$ cat src/hdl/assert_macros.svh
// Concurrent assertion helpers shared by the RTL.
`ifndef ASSERT_MACROS_SVH
`define ASSERT_MACROS_SVH
`ifndef SYNTHESIS
`define CCSR_ASSERT(lbl, clk, rst_n, prop) \
	lbl: assert property (@(posedge clk) disable iff (!rst_n) (prop)) \
	else $error("ccsr assertion failed");
`define CCSR_NEVER(lbl, clk, rst_n, expr) \
	lbl: assert property (@(posedge clk) disable iff (!rst_n) !(expr)) \
	else $error("ccsr forbidden condition");
`else
`define CCSR_ASSERT(lbl, clk, rst_n, prop)
`define CCSR_NEVER(lbl, clk, rst_n, expr)
`endif
`endif

$ cat src/hdl/ccsr_div.sv
`default_nettype none
// Restoring long division, one numerator bit per cycle.
module ccsr_div #(
	parameter int FRAC_BITS = 16
) (
	input  wire logic                    clk,
	input  wire logic                    arst_n,
	input  wire logic                    start,
	input  wire logic [FRAC_BITS+11:0]   num,
	input  wire logic [11:0]             den,
	output logic                         done,
	output logic      [FRAC_BITS:0]      quo
);
	localparam int NW = FRAC_BITS + 12;
	localparam int CNTW = $clog2(NW + 1);

	logic [NW-1:0]   num_q;
	logic [NW-1:0]   quo_q;
	logic [11:0]     rem_q;
	logic [11:0]     den_q;
	logic [CNTW-1:0] cnt_q;
	logic            busy_q;
	logic [12:0]     rem_sh;
	logic            fits;

	assign rem_sh = {rem_q, num_q[NW-1]};
	assign fits   = rem_sh >= {1'b0, den_q};

	always_ff @(posedge clk or negedge arst_n) begin
		if (!arst_n) begin
			busy_q <= 1'b0;
			cnt_q  <= '0;
			done   <= 1'b0;
		end else begin
			done <= 1'b0;
			if (start) begin
				busy_q <= 1'b1;
				cnt_q  <= CNTW'(NW);
			end else if (busy_q) begin
				cnt_q <= cnt_q - 1'b1;
				if (cnt_q == CNTW'(1)) begin
					busy_q <= 1'b0;
					done   <= 1'b1;
				end
			end
		end
	end

	always_ff @(posedge clk) begin
		if (start) begin
			num_q <= num;
			den_q <= den;
			rem_q <= '0;
			quo_q <= '0;
		end else if (busy_q) begin
			num_q <= {num_q[NW-2:0], 1'b0};
			rem_q <= fits ? 12'(rem_sh - {1'b0, den_q}) : rem_sh[11:0];
			quo_q <= {quo_q[NW-2:0], fits};
		end
	end

	assign quo = quo_q[FRAC_BITS:0];
endmodule
`default_nettype wire

$ cat config.mk
export PLATFORM = sky130hd
export DESIGN_NAME = ccsr_div
export DESIGN_NICKNAME = d
export VERILOG_FILES = /design/src/hdl/assert_macros.svh /design/src/hdl/ccsr_div.sv
export SDC_FILE = /design/constraint.sdc
export NUM_CORES = 1
export LEC_CHECK = 0
export ABC_AREA = 1
export BUFFER_PORTS_ARGS = -buffer_cell sky130_fd_sc_hd__buf_2
export CAP_MARGIN = 25
export CORE_ASPECT_RATIO = 1.25
export CORE_UTILIZATION = 51
export DETAILED_ROUTE_END_ITERATION = 10
export GPL_ROUTABILITY_DRIVEN = 1
export PLACE_DENSITY_LB_ADDON = 0.25
export SLEW_MARGIN = 15
export SYNTH_ARGS = -nofsm -noshare
export SYNTH_HDL_FRONTEND = slang
export SYNTH_SLANG_ARGS = --single-unit
$ cat constraint.sdc
create_clock -name clk -period 1.91 [get_ports clk]
set_input_delay 0.191 -clock clk [delete_from_list [all_inputs] [get_ports clk]]
set_output_delay 0.191 -clock clk [all_outputs]
set_load 0.05 [all_outputs]
==> impl_summary.log <==
[metrics] setup slack after layout: ~0.1 ns
[metrics] Unique masters post-synth: 34
[metrics] clock tree from TritonCTS: built
[metrics] Yosys warnings: 0
[metrics] synthesized instance count: 458
[metrics] Reg power frac: 0.353
[metrics] area occupied by multi-input gates: roughly 1800 sq um
[metrics] total number of vias: roughly 3200
[metrics] worst supply voltage drop on vdd: between 700 and 800 uV
[metrics] category of the most critical setup path: flop to flop
[metrics] Internal Power: between 3 and 4 mW
[metrics] post-route clock period utilization: 0.9481
[metrics] max-cap violation count: 0
[metrics] final-report setup violation count: 0
[metrics] placeable core region: 7019 sq um
[metrics] clock-pin slew reported for the worst setup and hold paths after clock tree synthesis: roughly 0.080 ns
[metrics] First-pass DRT Iterations: 4
[metrics] endpoint arrival time on the critical path: approximately 2 ns
[metrics] Seq/Total Area, Yosys: 0.5215
[metrics] CP Max Fanout: 6
[metrics] wire length of the first global-routing pass: 13.72 mm
[metrics] per-cell routed wire length: 13.38 um
[metrics] kind of path behind the tightest hold check: primary input to flop
[metrics] most common cell after layout, fill and taps aside: nand2_1
[metrics] average instance area after synthesis: ~8.2 sq um
[metrics] PD cells: roughly 1200 nW/um^2
[metrics] Antenna Cells: 0
[metrics] Relative slew margins: 0.6591
[metrics] synthesis-to-finish area growth: 30.68%
[metrics] worst clock skew: roughly 0.0089 ns
[metrics] ratio of cells with drive above 1 in the final layout: 0.2865
[metrics] number of top-level pins: around 60
[metrics] DRC violation total after the first TritonRoute iteration: 139
[metrics] leading cell types in the layout, fill and taps excluded: nand2_1 (160), buf_2 (60), inv_1 (57), edfxtp_1 (40), dfxtp_1 (27)
[metrics] worst hold margin: approximately 0.013 ns
[metrics] sequential standard cell area: 1959 sq um
[metrics] Initial Util: 0.5346
[metrics] NumNets Final: between 600 and 700
[metrics] largest net degree at the start of global routing: 32
[metrics] instance count after placement with tap cells included: between 600 and 700
[metrics] CTS Root Buffer Type: clkbuf_8
[metrics] Final Hold Viols: 0
[metrics] number of levels the H-tree was split into: 3
[metrics] clock latency at the later pin of the worst-skew pair: about 0.35 ns
[metrics] number of fill cells: around 580
[metrics] setup slack after placement: -0.1058 ns
[metrics] Global Route Usage Sum: 0.2315
[metrics] vias per inst: about 5
[metrics] remaining design rule violation count: 0
[metrics] vias in the first global route: slightly above 3000
[metrics] maximum number of buffers from clock root to sink: 2
[metrics] Routed Wire Length: around 8.5 mm
[metrics] Die H: between 90 and 100 um
[metrics] run status: completed
[metrics] switching part of the total: 0.3494
[metrics] worst endpoint required time: approximately 2.1 ns
[metrics] utilization after layout: 0.6986
[metrics] Max Freq: around 0.55 GHz
[metrics] GR Overflow Total: 0
[metrics] HPWL Detailed: 5.817 mm
[metrics] full die area: 7707 sq um
[metrics] number of sinks driven by the clock tree: between 70 and 80
[metrics] TritonCTS buffer count: 9
[metrics] number of storage elements in the synthesis netlist: 76
[metrics] post-synthesis net count: about 520
[metrics] endpoint kind of the worst setup timing path: flop
[metrics] horizontal extent of the die: 78.72 um
[metrics] Final Max Slew Viols: 0
[metrics] number of cells in the finished layout apart from fillers: 638
[metrics] startpoint class of the critical path: flop
[metrics] number of placement rows: 34
[metrics] antenna viol nets, final: 0
[metrics] Clk pwr share: 0.246
[metrics] total standard cell area after synthesis: around 3800 sq um
[metrics] number of antenna violations at the first check in global routing: 0
[metrics] fraction of power consumed by combinational cells: 0.401
[metrics] minimum period implied by the final worst setup slack: roughly 1.8 ns
[metrics] Net Switching: approximately 2.1 mW
[metrics] total leakage power: 2.361 nW
[metrics] global placer's final weighted congestion: a little under 0.9
[metrics] total of buffers placed on input and output ports: 60
[metrics] pin slew with the least headroom to its limit: approximately 0.5 ns
stage by stage:
step	power (mW)	setup TNS (ns)	area (sq um)
4_1_cts	5.554	0	4634
3_5_place_dp	3.839	-1.018	4213
2_1_floorplan	3.389	0	3754
3_3_place_gp	3.813	-1.363	4213
5_1_grt	6.409	-0.05055	4903
6_report	6.052	0	4903
Yosys cell counts:
cell      instances  area (sq um)
a21o_1            1         7.510
a21oi_1           4         20.02
a21oi_2           1         8.760
a31oi_1           1         6.260
and2_1            1         6.260
buf_2             2         10.01
buf_8             1         15.01
clkbuf_1         10         37.54
clkinv_1          1         3.750
dfrtp_1           7         175.2
dfxtp_1          29         580.6
edfxtp_1         40          1201
fa_1              1         20.02
ha_1             14         175.2
inv_1            66         247.7
inv_2             1         3.750
nand2_1         172         645.6
nand2_2           4         25.02
nand3_1          26         130.1
nand3_4           1         17.52
nand3b_1          1         7.510
nand4_1           6         37.54
nor2_1           27         101.4
nor2_2            2         12.51
nor3_1            2         10.01
nor3_2            2         20.02
nor4_1            1         6.260
o211ai_1          2         15.01
o21ai_0           8         40.04
o21ai_2           1         8.760
o22ai_1          17         106.4
or2_2             1         6.260
xnor2_1           1         8.760
xor2_1            4         35.03
power by group through the flow:
stage / Combinational, mW / Sequential (mW) / Clock, mW
after floorplan: 1.26 / 2.13 / 0
after global placement: 1.71 / 2.10 / 0
after detailed placement: 1.74 / 2.10 / 0
after CTS: 1.96 / 2.08 / 1.51
after global routing: 2.68 / 2.16 / 1.57
final: 2.43 / 2.13 / 1.49
state kept, by name (all words and copies together), names as in the netlist:
| signal | cells |
|---|---|
| num_q | 28 |
| quo_q | 17 |
| den_q | 12 |
| rem_q | 12 |
| cnt_q | 5 |
| busy_q | 1 |
| done | 1 |
repair_timing:
action	4_1_cts	5_1_grt
hold buffers	7	0
pin swaps	3	16
gates resized for setup	11	57
endpoints found under the setup margin	13	13
setup buffers	3	3
hold endpoints to repair	13	0
cloned	0	1
critical path, cell delays in order, from the launching register on:
cell     delay (ns)
dfxtp_1        0.43
ha_4           0.25
inv_2          0.09
nor3_4         0.05
buf_6          0.14
a21oi_4        0.18
nand3_4        0.12
buf_12         0.16
nand2_4        0.06
nor2_4         0.05
nand2_1        0.07
nand3_1        0.08
kinds of logic (layout without fill, tap and decap cells):
logic type	Yosys count	after routing	share of synthesized area
and+or+nand+nor	246	246	0.2734
buffers and inverters	81	171	0.08469
DFF	76	76	0.5215
AOI/OAI and AO/OA	35	35	0.05669
adders and majority gates	15	15	0.05202
xor gates and xnor gates	5	5	0.01167
path summary, 6_finish.rpt:
path | startpoint | to | slack [ns] | depth (start not counted)
max in group asynchronous | arst_n | cnt_q[3] | 1.53 | 2
setup / recovery | rem_q[10] | rem_q[3] | 0.1 | 11
min in group asynchronous | arst_n | busy_q | 0.21 | 2
hold / removal | den[1] | den_q[1] | 0.01 | 1
setup reg to reg | rem_q[10] | rem_q[3] | 0.1 | 11
hold reg to reg | quo_q[16] | quo_q[16] | 0.47 | 2
cell type report:
cell class	instances	share of cell area
Inverter	68	0.05205
Clock buffer	13	0.03879
Clock inverter	3	0.01301
Tap cell	90	0.02297
Multi-Input combinational cell	301	0.3572
Sequential cell	76	0.3996
Timing Repair Buffer	87	0.1164
metal layers:
metal,GRT usage,routed length [um]
met4,0.08547,163
met2,0.4000,4454
met5,0,0
met1,0.2798,3696
met3,0.05047,223
(Power assumes the default switching activity.)
